--- config.mk ---
export PLATFORM = sky130hd
export DESIGN_NAME = dvd_divider
export DESIGN_NICKNAME = d
export VERILOG_FILES = /design/src/rtl/dvd_pkg.sv /design/src/rtl/dvd_divider.sv
export SDC_FILE = /design/constraint.sdc
export NUM_CORES = 1
export LEC_CHECK = 0
export BUFFER_PORTS_ARGS = -buffer_cell sky130_fd_sc_hd__buf_4
export CORE_UTILIZATION = 40
export CTS_CLUSTER_SIZE = 40
export DETAILED_ROUTE_END_ITERATION = 7
export PLACE_DENSITY = 0.65
export SETUP_SLACK_MARGIN = 0.3
export SLEW_MARGIN = 5
export SYNTH_ARGS = -nofsm -noshare
export SYNTH_HDL_FRONTEND = slang
export SYNTH_SLANG_ARGS = --single-unit
--- constraint.sdc ---
create_clock -name clock -period 4.98 [get_ports clock]
set_clock_uncertainty 0.15 [all_clocks]
set_input_delay 0 -clock clock [delete_from_list [all_inputs] [get_ports clock]]
set_output_delay 0 -clock clock [all_outputs]
set_load 0.02 [all_outputs]
--- src/rtl/dvd_pkg.sv ---
// Shared types, codes and constants for the dense vector distance unit.
// No dependencies; imported by dvd_divider and dense_vector_distance_unit.
package dvd_pkg;

   localparam int INPUT_WIDTH = 32;
   localparam int LOG_FRAC    = 24;
   localparam int DIV_STEPS   = 48;
   localparam int EXP_STEPS   = 24;

   localparam logic [2:0] MET_EUCLID    = 3'd0;
   localparam logic [2:0] MET_MAXIMUM   = 3'd1;
   localparam logic [2:0] MET_MANHATTAN = 3'd2;
   localparam logic [2:0] MET_MINKOWSKI = 3'd3;
   localparam logic [2:0] MET_CANBERRA  = 3'd4;

   localparam logic CSR_METRIC = 1'b0;
   localparam logic CSR_MINK_P = 1'b1;

   localparam logic [15:0] P_RESET = 16'd512;
   localparam logic [15:0] P_MIN   = 16'd256;

   localparam logic [63:0] ALL_ONES = 64'hFFFF_FFFF_FFFF_FFFF;
   localparam logic [63:0] DIST_MAX = 64'h0000_FFFF_FFFF_FFFF;

   // log-domain offsets and limits, Q.24
   localparam logic [30:0] LOG_OFS_16 = 31'(16 << LOG_FRAC);
   localparam logic [30:0] LOG_OFS_32 = 31'(32 << LOG_FRAC);
   localparam logic [39:0] EXP_LIM_48 = 40'(48 << LOG_FRAC);
   localparam logic [39:0] EXP_LIM_64 = 40'(64 << LOG_FRAC);
   localparam logic [39:0] EXP_BASE_16 = 40'(16 << LOG_FRAC);
   localparam logic [39:0] EXP_BASE_32 = 40'(32 << LOG_FRAC);

   typedef logic [EXP_STEPS-1:0][31:0] root_tab_type;

   function automatic logic [63:0] isqrt_c(input logic [63:0] v);
      logic [63:0] rem;
      logic [63:0] res;
      logic [63:0] bt;
      rem = v;
      res = '0;
      bt  = 64'd1 << 62;
      for (int i = 0; i < 32; i++) begin
         if (rem >= res + bt) begin
            rem = rem - (res + bt);
            res = (res >> 1) + bt;
         end else begin
            res = res >> 1;
         end
         bt = bt >> 2;
      end
      return res;
   endfunction

   // successive roots of two in Q1.31: entry i holds 2^(2^-(i+1))
   function automatic root_tab_type root_table();
      root_tab_type tab;
      logic [63:0]  r;
      r = 64'd1 << 32;
      for (int i = 0; i < EXP_STEPS; i++) begin
         r      = isqrt_c(r << 31);
         tab[i] = r[31:0];
      end
      return tab;
   endfunction

   localparam root_tab_type ROOT_TAB = root_table();

endpackage

--- src/rtl/dvd_divider.sv ---
// Restoring divider, one quotient bit per cycle, 48-bit dividend, 33-bit divisor.
// Depends on dvd_pkg for the step count.
module dvd_divider
   import dvd_pkg::*;
(
   input  logic        clock,
   input  logic        reset,
   input  logic        start,
   input  logic [47:0] dividend,
   input  logic [32:0] divisor,
   output logic        done,
   output logic [47:0] quotient
);

   logic        busy_ff, busy_in;
   logic        done_ff, done_in;
   logic [5:0]  cnt_ff, cnt_in;
   logic [47:0] num_ff, num_in;
   logic [32:0] den_ff, den_in;
   logic [32:0] rem_ff, rem_in;
   logic [33:0] trial;
   logic [33:0] diff;
   logic        ge;

   assign trial = {rem_ff, num_ff[47]};
   assign diff  = trial - {1'b0, den_ff};
   assign ge    = trial >= {1'b0, den_ff};

   always_comb begin
      busy_in = busy_ff;
      done_in = 1'b0;
      cnt_in  = cnt_ff;
      num_in  = num_ff;
      den_in  = den_ff;
      rem_in  = rem_ff;
      if (start) begin
         busy_in = 1'b1;
         cnt_in  = '0;
         num_in  = dividend;
         den_in  = divisor;
         rem_in  = '0;
      end else if (busy_ff) begin
         // shift quotient bits into the freed low end of the dividend
         rem_in = ge ? diff[32:0] : trial[32:0];
         num_in = {num_ff[46:0], ge};
         cnt_in = cnt_ff + 6'd1;
         if (cnt_ff == 6'(DIV_STEPS - 1)) begin
            busy_in = 1'b0;
            done_in = 1'b1;
         end
      end
   end

   always_ff @(posedge clock) begin
      if (reset) begin
         busy_ff <= 1'b0;
         done_ff <= 1'b0;
         cnt_ff  <= '0;
      end else begin
         busy_ff <= busy_in;
         done_ff <= done_in;
         cnt_ff  <= cnt_in;
      end
      num_ff <= num_in;
      den_ff <= den_in;
      rem_ff <= rem_in;
   end

   assign done     = done_ff;
   assign quotient = num_ff;

endmodule

# After elaboration in Yosys (flattened, before gate mapping)
# Index checks and enable logic that the tools add are counted.
dict set report word_totals {
  reg_bits 122
  out_inout_bits 49
  elab_cells 21
}
dict set report classes {
  n_addsub 2
  order_cmp 1
  eq_ne 1
  n_mux 7
  bitwise_logic 1
  reduce_logical 3
}
# cell n
set op_table {}
lappend op_table {{$mux W48} 2}
lappend op_table {{$ge A34 B33 Y1} 1}
lappend op_table {{$mux W33} 1}
lappend op_table {{$sub A33 B33 Y33} 1}
lappend op_table {{$add A6 B1 Y6 const B} 1}
lappend op_table {{$eq A6 B6 Y1 const B} 1}
lappend op_table {{$mux W1} 4}
lappend op_table {{$reduce_or A3 Y1} 1}
lappend op_table {{$reduce_bool A2 Y1} 1}
lappend op_table {{$reduce_or A2 Y1} 1}
lappend op_table {{$not A1 Y1} 1}

# Logic depth before layout (Yosys ltp)
# Gate-level depths: netlist of the first run.
dict set report logic_depth {
  word_depth 4
  depth_mapped 13
}

# Worst setup path before layout of the first run
# OpenSTA, ideal clock, no wires.
dict set report synth_path {
  path_type {reg2reg}
  start {register num_ff[47], in the netlist quotient[47]}
  end {register rem_ff[23]}
  setup_time_ns 0.137
  arrival_ns 2.950
  required_ns 4.693
  setup_slack_ns 1.743
  stages_incl_launch_ff 14
  path_cell_list {edfxtp_1 inv_1 ha_1 inv_1 fa_1 a21oi_1 o211ai_1 a21oi_1 a311oi_4 or2_2 buf_6 and4_1 a2111oi_2 nor3_2}
}
dict set report synth_between {
  elab_chain_cells 2
  elab_cells_between_ends 3
  classes_between {1 x add/sub; 1 x order compare; 1 x mux}
}
# element line
set synth_rtl {}
lappend synth_rtl {{start, declared} dvd_divider.sv:18} ;# logic [47:0] num_ff, num_in;
lappend synth_rtl {{start signal, assigned} dvd_divider.sv:64} ;# num_ff <= num_in;
lappend synth_rtl {{$sub A33 B33 Y33 / $ge A34 B33 Y1 (equally long branches)} {dvd_divider.sv:26, dvd_divider.sv:27}}
lappend synth_rtl {{$mux W33 (*)} dvd_divider.sv:44} ;# rem_in = ge ? diff[32:0] : trial[32:0];
lappend synth_rtl {{end signal, assigned} dvd_divider.sv:66} ;# rem_ff <= rem_in;
lappend synth_rtl {{end, declared} dvd_divider.sv:20} ;# logic [32:0] rem_ff, rem_in;
# Mark *: on every way between the ends. The rest lies on a longest branch, timed or not.
# A chain may end at the register's enable or synchronous reset.

# Worst setup path in the final report of the first run
dict set report layout_path {
  start {register den_ff[15]}
  end {register rem_ff[8]}
}
dict set report layout_between {
  elab_chain_cells 2
}
# element line
set layout_rtl {}
lappend layout_rtl {{start, declared} dvd_divider.sv:19} ;# logic [32:0] den_ff, den_in;
lappend layout_rtl {{start signal, assigned} dvd_divider.sv:65} ;# den_ff <= den_in;
lappend layout_rtl {{$ge A34 B33 Y1} dvd_divider.sv:27} ;# assign ge = trial >= {1'b0, den_ff};
lappend layout_rtl {{$mux W33} dvd_divider.sv:44}
# No other way between the ends.

==> impl_metrics.csv, run 1 <==
group,metric,value,unit
route,drc,0,
synthesis,syn_inst,664,
pwr,p_clk_frac,0.378,
synthesis,yosysWarnings,0,
route,post_drt_wl_per_cell,15.42,um
sta,setup_viol,0,
grt,met2_usage,0.3485,
sta,maxSlewViolCount,0,
cells_and_area,area_growth,36.92,%
critical_path,slowest_stage,"or4_1",
pwr,p_switching,1.008,mW
sta,worstMarginPinSlew,1.144,ns
clocking,clockBufferDepth,2,
critical_path,crit_path_max_fanout,29,
pwr,pwr_density_cell,347.4,nW/um2
grt,grt_max_degree,78,
synthesis,avgSynthCellArea,10.31,um2
floorplanning,fp.dieH,132.8,um
synthesis,syn_area,6843,um2
critical_path,reg2reg_from,"den_ff[15]$_DFFE_PP_",
sta,hold_viol_final,0,
grt,grt_pass1_wl,28.28,mm
floorplanning,io_pins,133,
pwr,p_leak,3.880,nW
pwr,p_total,3.255,mW
sta,holdWs,0.04881,ns
critical_path,startpoint_type,"flip-flop",
run_status,status,"completed",
flow_run,max_cap_viol_count,0,
clocking,clk_pin_slew_worst_paths,0.06,ns
worst_hold_path,hp-start,"start",
synthesis,synthFlopType,"edfxtp_1",
route,drt_iter0_drc,336,
placed_design,place_area,7969,um2
sta,period_share,0.7607,
critical_path,cp.arrival,3.91,ns
clocking,cts_sinks,122,
placed_design,gp_congestion,0.8693,
route,drt-total-wl,16.93,mm
critical_path,path_buf_inv,1,
synthesis,yosysSeqAreaShare,0.4754,
floorplanning,dieArea,17630,um2
grt,grt_pass1_vias,5889,
placed_design,port_buffers,132,
route,ant_nets,0,
route,vias_per_cell,5.217,
pwr,seq_power_share,0.381,
synthesis,syn-num-nets,783,
sta,fin_tns_setup,0,ns
worst_hold_path,whs_endpoint,"rem_ff[8]$_SDFFE_PP0P_",
placed_design,dp_slack,1.191,ns
grt,grt_busiest_layer,"met2",
synthesis,synth_edf_count,81,
clocking,insertion_delay,0.43,ns
critical_path,cp_cell_sequence,"inv_1 > ha_1 > nand2_1 > or4_1 > or4_4 > a311oi_4 > or2_2 > mux2_2 > mux2i_1 > nor2_1",
floorplanning,core-area,16640,um2
placed_design,dp_hpwl,11.04,mm
synthesis,async_flop_share,0,
worst_hold_path,hold_path.class,"input port to flip-flop",
critical_path,critPathMaxStageDelay,0.57,ns
critical_path,endpoint_kind,"flip-flop",
synthesis,ys_ff_latch,122,
critical_path,worstPathRequired,5.10,ns
clocking,numCtsBuffers,17,
sta,maxSlewHeadroom,0.2373,
cells_and_area,n_antenna_cell,0,
cells_and_area,drive_above_1_share,0.2711,
synthesis,synth_cell_types,65,
pwr,pwr-share-comb,0.241,
floorplanning,die_w,132.8,um
critical_path,r2r-end,"rem_ff[8]$_SDFFE_PP0P_",
grt,grt_use_met3,0.05057,
floorplanning,initial_core_util,0.4112,
clocking,post_cts_resize_count,0,
grt,antenna_found_initial,0,
pwr,intPower,2.247,mW
clocking,clockRootBuffer,"clkbuf_16",
grt,use_met1,0.2418,
critical_path,rr_worst_depth,10,
sta,fmax,0.2640,GHz
critical_path,r2r_setup_slack,1.19,ns
sta,finalCriticalPeriod,3.788,ns
grt,grt.total_usage,0.2007,
sta,setup_slack,1.192,ns
cells_and_area,layout.nets,984,
route,drt-pass1-iter-count,5,
pwr,p_sw_frac,0.3098,
route,vias,5728,
grt,grt.overflow.total,0,
worst_hold_path,holdPathStages,2,
clocking,htreeDepth,4,
sta,rsz0062_at_grt,"no",
pwr,worst_ir_drop_vdd,0.2471,mV
cells_and_area,postLayoutCellArea,9369,um2
critical_path,worstSetupPathType,"flip-flop to flip-flop",
floorplanning,floorplan.rows,47,
critical_path,crit_family,"simple AND/OR/NAND/NOR gates",
clocking,cts_tree,"done",
[cell families after synthesis]
| logic type | Yosys count | share of synthesized area |
|---|---|---|
| mux | 59 | 0.09545 |
| compound gates | 142 | 0.1488 |
| buf+inv | 78 | 0.04754 |
| fa+ha+maj | 35 | 0.06509 |
| flops | 122 | 0.4754 |
| simple gates | 203 | 0.1357 |
| xor+xnor | 25 | 0.03200 |
[power groups by stage]
stage / logic, mW / registers (mW) / clock network [mW]
6_report: 0.784 / 1.24 / 1.23
5_1_grt: 0.865 / 1.25 / 1.29
4_1_cts: 0.782 / 1.24 / 1.25
3_5_place_dp: 0.725 / 1.26 / 0
3_3_place_gp: 0.716 / 1.26 / 0
2_1_floorplan: 0.466 / 1.30 / 0
[flip-flops by register name, indices dropped and copies added, names as in the netlist]
| signal | cells |
|---|---|
| quotient | 48 |
| den_ff | 33 |
| rem_ff | 33 |
| cnt_ff | 6 |
| busy_ff | 1 |
| done | 1 |
[what timing repair did]
item,4_1_cts,5_1_grt
buffers inserted,0,0
hold endpoints to repair,89,0
hold buffers,82,0
[metal layers]
metal | part of all wire | wire length, um | up-vias
met5 | 0 | 0 | -
li1 | - | - | 2825
met3 | 0.049 | 832 | 27
met1 | 0.44 | 7391 | 2705
met4 | 0.018 | 299 | 0
met2 | 0.50 | 8410 | 171
[cell type report]
| cell class | count | area, um2 |
|---|---|---|
| Clock buffer | 17 | 425.4 |
| Clock inverter | 15 | 153.9 |
| Fill cell | 1434 | 7273 |
| Inverter | 43 | 161.4 |
| Multi-Input combinational cell | 464 | 3264 |
| Sequential cell | 122 | 3254 |
| Tap cell | 220 | 275.3 |
| Timing Repair Buffer | 217 | 1834 |
[per-stage QoR]
| stage | cells | utilization |
|---|---|---|
| after global placement | 984 | 0.4788 |
| final | 1098 | 0.5630 |
| after floorplan | 664 | - |
| after CTS | 1098 | 0.5630 |
| after detailed placement | 984 | 0.4788 |
| after global routing | 1098 | 0.5630 |
[cell usage after synthesis, types with 3 or more instances]
cell type,n,area (um2)
or2_2,3,18.77
edfxtp_1,81,2432
nor2b_1,3,18.77
mux2_2,50,563.0
nor2_1,66,247.7
buf_2,5,25.02
clkbuf_1,20,75.07
mux2i_1,9,90.09
nand3_1,13,65.06
o21ai_0,23,115.1
buf_1,6,22.52
a311oi_1,10,87.58
dfxtp_1,41,820.8
inv_1,42,157.7
a21boi_0,3,22.52
a21oi_1,46,230.2
o21a_1,3,22.52
nor3_1,8,40.04
and3_1,5,31.28
nand4_1,12,75.07
a31oi_1,3,18.77
xor2_1,9,78.83
a211oi_1,7,52.55
o22ai_1,3,18.77
a311oi_2,7,105.1
xnor2_1,16,140.1
nand2_1,69,259.0
buf_6,3,33.78
a21o_1,6,45.04
nand2b_1,4,25.02
o21bai_1,3,22.52
ha_1,34,425.4
o31ai_1,5,37.54
or3_1,5,31.28
[worst reg2reg max path, cell delays in order, from the launching register on]
cell      delay (ns)
edfxtp_1        0.32
inv_1           0.04
ha_1            0.39
nand2_1         0.12
or4_1           0.57
or4_4           0.55
a311oi_4        0.33
or2_2           0.56
mux2_2          0.40
mux2i_1         0.13
nor2_1          0.06
[worst max-delay path by stage]
stage                                 startpoint                 endpoint  cells after the start
after floorplan           quotient[47]$_DFFE_PP_  rem_ff[23]$_SDFFE_PP0P_                     13
after global placement      den_ff[15]$_DFFE_PP_   rem_ff[8]$_SDFFE_PP0P_                     10
after detailed placement    den_ff[15]$_DFFE_PP_   rem_ff[8]$_SDFFE_PP0P_                     10
after CTS                   den_ff[15]$_DFFE_PP_   rem_ff[8]$_SDFFE_PP0P_                     10
after global routing      quotient[47]$_DFFE_PP_  rem_ff[15]$_SDFFE_PP0P_                     13
final                       den_ff[15]$_DFFE_PP_   rem_ff[8]$_SDFFE_PP0P_                     10
[placed cells by master (no fill, tap or decap), drive strengths merged, types with 8 or more instances in the layout]
cell | netlist | layout
mux2i | 9 | 9
mux2 | 50 | 50
a211oi | 8 | 8
xnor2 | 16 | 16
o21ai | 24 | 24
clkbuf | 20 | 17
a311oi | 18 | 18
buf | 15 | 135
nor3 | 10 | 10
nor2 | 67 | 67
nand2 | 70 | 70
nand4 | 12 | 12
xor2 | 9 | 9
inv | 42 | 51
dfxtp | 41 | 41
edfxtp | 81 | 81
nand3 | 13 | 13
dlygate4sd3 | 0 | 82
ha | 34 | 34
a21oi | 46 | 46
Note: power is estimated with default switching activity, not from simulation.
==> inputs of run 2 (changes only) <==
- ABC_AREA: default -> 1
- PLACE_DENSITY: 0.65 -> 0.67
- clock period: 4.98 -> 3.4 ns (I/O delays scaled with it)
==> impl_metrics.csv, run 2 <==
group,metric,value,unit
synthesis,synth_common_cells,"nand2_1 (477), inv_1 (189), edfxtp_1 (81)",
clocking,clockRootBuffer,"clkbuf_16",
clocking,post_cts_resize_count,0,
clocking,clk_pin_slew_worst_paths,0.06,ns
synthesis,synth_simple_gate_area_frac,0.3577,
sta,hold_viol_final,0,
synthesis,syn-num-nets,1212,
clocking,htreeDepth,4,
route,ant_nets,0,
pwr,pwr_density_cell,411.2,nW/um2
floorplanning,io_pins,133,
placed_design,gp_congestion,0.9178,
grt,grt.total_usage,0.2289,
route,met1Wirelength,9.965,mm
cells_and_area,n_antenna_cell,0,
sta,period_share,0.7751,
critical_path,startpoint_type,"flip-flop",
synthesis,synth_xor_area_frac,0.01713,
clocking,numCtsBuffers,17,
floorplanning,fp.dieH,140.5,um
route,drc,0,
sta,maxSlewViolCount,0,
route,drt-total-wl,21.65,mm
critical_path,cp_cell_sequence,"inv_1 > ha_1 > inv_1 > fa_1 > nand3_1 > nand3_2 > nand2_1 > nand2_2 > nand2_4 > buf_4 > a31oi_1",
synthesis,syn_inst,1093,
grt,antenna_found_initial,0,
synthesis,netlist.area_leader.share,0.3171,
cells_and_area,final_common_cell,"nand2_1",
clocking,cts_tree,"done",
route,drt_iter0_drc,477,
synthesis,yosysMostFrequentCell,"nand2_1",
grt,grt_max_degree,59,
critical_path,worstPathRequired,3.39,ns
placed_design,port_buffers,132,
floorplanning,dieArea,19730,um2
synthesis,yosysTopAreaCell,"edfxtp_1",
clocking,insertion_delay,0.43,ns
grt,grt.overflow.total,0,
sta,setup_slack,0.7647,ns
critical_path,endpoint_kind,"flip-flop",
route,top_layer,"met4",
clocking,post_cts_buffers,0,
synthesis,synth_mux_area_frac,0,
cells_and_area,drive_above_1_share,0.1446,
synthesis,synth_cell_types,32,
critical_path,critPathMaxStageDelay,0.43,ns
placed_design,dp_slack,0.8069,ns
critical_path,cp.arrival,2.63,ns
synthesis,synth_top_family_by_area,"simple AND/OR/NAND/NOR gates",
cells_and_area,layout.nets,1434,
critical_path,worstSetupPathType,"flip-flop to flip-flop",
pwr,p_leak,5.381,nW
sta,finalCriticalPeriod,2.635,ns
synthesis,avgSynthCellArea,7.017,um2
synthesis,async_flop_share,0,
route,met3_length,1.403,mm
cells_and_area,largest_register_ffs,48,
clocking,cts_hold_buf,88,
grt,grt_pass1_wl,35.20,mm
placed_design,dp_hpwl,15.37,mm
grt,grt_pass1_vias,7249,
critical_path,crit_path_max_fanout,23,
cells_and_area,layout.cells.most_common_list,"nand2_1 (477), inv_1 (188), buf_4 (141)",
synthesis,synthAdderAreaFrac,0.05808,
synthesis,syn_area,7670,um2
floorplanning,floorplan.rows,50,
sta,rsz0062_at_grt,"no",
sta,maxSlewHeadroom,0.4600,
synthesis,synth_edf_count,81,
floorplanning,initial_core_util,0.4087,
route,post_drt_wl_per_cell,13.86,um
synthesis,yosysSeqAreaShare,0.4241,
route,drt-pass1-iter-count,5,
cells_and_area,area_growth,34.96,%
run_status,status,"completed",
critical_path,crit_top_cell,"inv_1",
critical_path,slowest_stage,"fa_1",
synthesis,synthFlopType,"edfxtp_1",
floorplanning,die_w,140.5,um
floorplanning,core-area,18770,um2
route,vias,7426,
synthesis,yosysWarnings,0,
flow_run,max_cap_viol_count,0,
clocking,clockBufferDepth,2,
synthesis,synthTopCellsByArea,"edfxtp_1 (32%), nand2_1 (23%), dfxtp_1 (11%)",
sta,worstMarginPinSlew,0.8091,ns
route,wl_met2,9.864,mm
clocking,cts_sinks,122,
sta,holdWs,0.1473,ns
synthesis,ys_ff_latch,122,
pwr,worst_ir_drop_vdd,0.3422,mV
sta,setup_viol,0,
synthesis,synth_compound_area_frac,0.03067,
sta,fin_tns_setup,0,ns
route,vias_per_cell,4.754,
cells_and_area,utilization,0.5515,
sta,fmax,0.3795,GHz
worst_hold_path,hold_path.class,"input port to flip-flop",
-- run 2: worst paths after layout --
kind | from | endpoint | slack (ns) | depth (start not counted)
worst min register to register | rem_ff[32]$_SDFFE_PP0P_ | rem_ff[32]$_SDFFE_PP0P_ | 0.32 | 2
worst max-delay path | quotient[47]$_DFFE_PP_ | quotient[0]$_DFFE_PP_ | 0.76 | 11
worst min-delay path | divisor[32] | den_ff[32]$_DFFE_PP_ | 0.15 | 2
worst max register to register | quotient[47]$_DFFE_PP_ | quotient[0]$_DFFE_PP_ | 0.76 | 11
-- run 2: area by class of cell --
class                      instances  area [um2]
clock buffer                      18       429.2
timing repair buffer             229        1939
clock inverter                    14       161.4
sequential                       122        3253
fill                            1792        8417
tap                              234       292.8
multi-input combinational        754        3558
inverter                         191       716.9
-- run 2: power by group --
part           total [mW]  switching [mW]  internal [mW]
sequential           1.75          0.0539           1.70
clock                1.84           0.746           1.10
combinational       0.662           0.365          0.297
total                4.26            1.16           3.09
-- run 2: per-stage QoR --
stage                     area [um2]  cells  power, mW
after floorplan                 7670   1093      2.089
after global placement          8880   1442      2.349
after detailed placement        8880   1442      2.350
after CTS                      10350   1562      4.272
after global routing           10350   1562      4.411
final                          10350   1562      4.257
-- run 2: layer usage --
metal,GRT usage,vias up
met5,0,-
met4,0.07666,0
met3,0.05675,28
met2,0.3792,241
met1,0.2918,3346
li1,-,3811
-- run 2: cells by family after synthesis --
| group | count (synthesis) |
|---|---|
| and+or+nand+nor | 658 |
| buffers and inverters | 217 |
| DFF | 122 |
| AOI/OAI and AO/OA | 46 |
| adders and majority gates | 35 |
| xor gates and xnor gates | 15 |
-- run 2: critical path, delay by kind of cell, from the launching register on --
kind / cells / cell delay, ns
AND/OR/NAND/NOR: 5 / 0.63
flip-flops: 1 / 0.38
AO/OA/AOI/OAI: 1 / 0.12
adder cells (fa/ha/maj): 2 / 0.57
buffers and inverters: 3 / 0.50
==> inputs of run 3 (changes only) <==
- PLACE_DENSITY: 0.67 -> 0.64
- clock period: 3.4 -> 2.5 ns (I/O delays scaled with it)
==> impl_metrics.csv, run 3 (synthesized netlist as in run 2, its figures left out) <==
group,metric,value,unit
cells_and_area,fillers,1562,
route,drt_iter0_drc,601,
route,drt-total-wl,25.30,mm
clocking,clockBufferDepth,2,
grt,grt_pass1_wl,37.25,mm
cells_and_area,layout.cells.most_common_list,"nand2_1 (428), inv_1 (175), buf_4 (161)",
critical_path,endpoint_kind,"flip-flop",
worst_hold_path,whs_endpoint,"den_ff[22]$_DFFE_PP_",
clocking,clockRootBuffer,"clkbuf_16",
sta,hold_viol_final,0,
pwr,pwr_density_cell,511.8,nW/um2
floorplanning,fp.dieH,140.5,um
cells_and_area,layout.nets,1470,
pwr,p_leak,5.808,nW
pwr,worst_ir_drop_vdd,0.4441,mV
sta,finalCriticalPeriod,2.349,ns
critical_path,r2r-end,"rem_ff[26]$_SDFFE_PP0P_",
worst_hold_path,hold_path.class,"input port to flip-flop",
route,ant_nets,0,
floorplanning,floorplan.rows,50,
sta,setup_viol,0,
critical_path,cp.arrival,2.57,ns
flow_run,max_cap_viol_count,0,
route,post_drt_wl_per_cell,15.83,um
cells_and_area,postLayoutCellArea,11670,um2
clocking,htreeDepth,4,
route,vias,7890,
sta,maxSlewViolCount,0,
placed_design,gp_congestion,0.9356,
worst_hold_path,holdPathStages,2,
critical_path,r2r_setup_slack,0.15,ns
route,drc,0,
pwr,pwr-share-comb,0.181,
clocking,numCtsBuffers,17,
cells_and_area,n_antenna_cell,0,
pwr,p_clk_frac,0.420,
floorplanning,initial_core_util,0.4087,
cells_and_area,utilization,0.6217,
critical_path,worstSetupPathType,"flip-flop to flip-flop",
pwr,p_switching,1.677,mW
run_status,status,"completed",
grt,antenna_found_initial,0,
route,vias_per_cell,4.937,
clocking,cts_tree,"done",
critical_path,reg2reg_from,"den_ff[19]$_DFFE_PP_",
floorplanning,die_w,140.5,um
floorplanning,dieArea,19730,um2
sta,period_share,0.9397,
floorplanning,core-area,18770,um2
pwr,seq_power_share,0.399,
placed_design,dp_slack,0.1297,ns
sta,maxSlewHeadroom,0.6521,
placed_design,place_area,9017,um2
placed_design,dp_cells,1452,
cells_and_area,final_cells,1598,
grt,grt_pass1_vias,7512,
grt,grt_max_degree,50,
sta,worstMarginPinSlew,0.5218,ns
grt,grt.overflow.total,0,
critical_path,rr_worst_depth,16,
cells_and_area,largest_register_ffs,48,
route,drt-pass1-iter-count,5,
cells_and_area,final_common_cell,"nand2_1",
pwr,p_sw_frac,0.2809,
sta,setup_slack,0.1507,ns
critical_path,crit_path_max_fanout,9,
cells_and_area,multi_input_area,4379,um2
sta,fin_tns_setup,0,ns
clocking,clk_pin_slew_worst_paths,0.06,ns
cells_and_area,area_growth,52.12,%
placed_design,port_buffers,132,
grt,grt.total_usage,0.2448,
critical_path,worstSetupStartpoint,"den_ff[19]$_DFFE_PP_",
clocking,cts_sinks,122,
placed_design,dp_hpwl,15.70,mm
floorplanning,io_pins,133,
critical_path,startpoint_type,"flip-flop",
worst_hold_path,hp-start,"divisor[22]",
sta,rsz0062_at_grt,"yes",
cells_and_area,seqCellArea,3254,um2
critical_path,worstPathRequired,2.72,ns
sta,fmax,0.4257,GHz
pwr,intPower,4.294,mW
cells_and_area,drive_above_1_share,0.2617,
clocking,insertion_delay,0.43,ns
-- run 3: cell count changes in the layout (fill, tap and decap cells not counted), moves of 12 or more --
cell	previous run	this run
ha_4	0	30
nand2_2	4	34
ha_1	34	4
buf_4	141	161
inv_2	3	15
nand2_4	2	19
nand2_1	477	428
inv_1	188	175
nor2_1	49	34
-- run 3: what timing repair did --
item / in CTS / in global routing
endpoints found under the hold margin: 94 / 0
resized for setup: 56 / 134
setup endpoints to repair: 34 / 34
pin swaps: 7 / 39
cloned: 3 / 5
hold buffers: 84 / 0
buffers inserted: 7 / 15
-- run 3: power by group through the flow --
| stage | Sequential, mW | Combinational, mW | Clock (mW) |
|---|---|---|---|
| after global placement | 2.42 | 0.798 | 0 |
| after global routing | 2.39 | 1.16 | 2.63 |
| final | 2.38 | 1.08 | 2.51 |
| after detailed placement | 2.41 | 0.801 | 0 |
| after floorplan | 2.50 | 0.339 | 0 |
| after CTS | 2.38 | 0.956 | 2.55 |
-- run 3: area by class of cell --
type | instances | share of cell area
multi-input cells | 754 | 0.3753
flip-flops and latches | 122 | 0.2789
repair buffers | 265 | 0.2084
inverters | 191 | 0.06166
clock buffers | 18 | 0.03678
well taps | 234 | 0.02509
clock inverters | 14 | 0.01383
-- run 3: stage by stage --
step	power (mW)	hold slack [ns]
2_1_floorplan	2.841	-0.05113
3_3_place_gp	3.213	0.02773
3_5_place_dp	3.215	0.02930
4_1_cts	5.886	0.1236
5_1_grt	6.188	0.1291
6_report	5.971	0.1395
-- run 3: worst max-delay path, cell delays in order, from the launching register on --
cell       delay (ns)
edfxtp_1         0.39
inv_2            0.08
ha_4             0.22
nand2_2          0.07
nand2_2          0.05
nand2_1          0.08
nand2_1          0.09
nand2_1          0.11
nand2_2          0.08
nand2_2          0.08
nand3_2          0.08
nor2_4           0.22
nand2_4          0.15
clkbuf_16        0.20
nand2_1          0.08
nand3_1          0.07
nand2_1          0.07
-- run 3: metal layers --
metal  vias to the layer above  wire, um  GRT usage  part of all wire
met1                      3578     10520     0.3101              0.42
met4                         0       699    0.08352             0.028
met3                        59      2176    0.06803             0.086
li1                       3891         -          -                 -
met5                         -         0          0                 0
met2                       362     11910     0.4013              0.47
-- run 3: worst max-delay path by stage --
stage / end / slack (ns) / cells past startpoint
floorplan: rem_ff[16]$_SDFFE_PP0P_ / 0.27 / 13
global placement: rem_ff[28]$_SDFFE_PP0P_ / 0.17 / 16
detailed placement: rem_ff[2]$_SDFFE_PP0P_ / 0.13 / 13
CTS: rem_ff[20]$_SDFFE_PP0P_ / 0.23 / 13
global route: rem_ff[3]$_SDFFE_PP0P_ / 0.01 / 16
finish: rem_ff[26]$_SDFFE_PP0P_ / 0.15 / 16
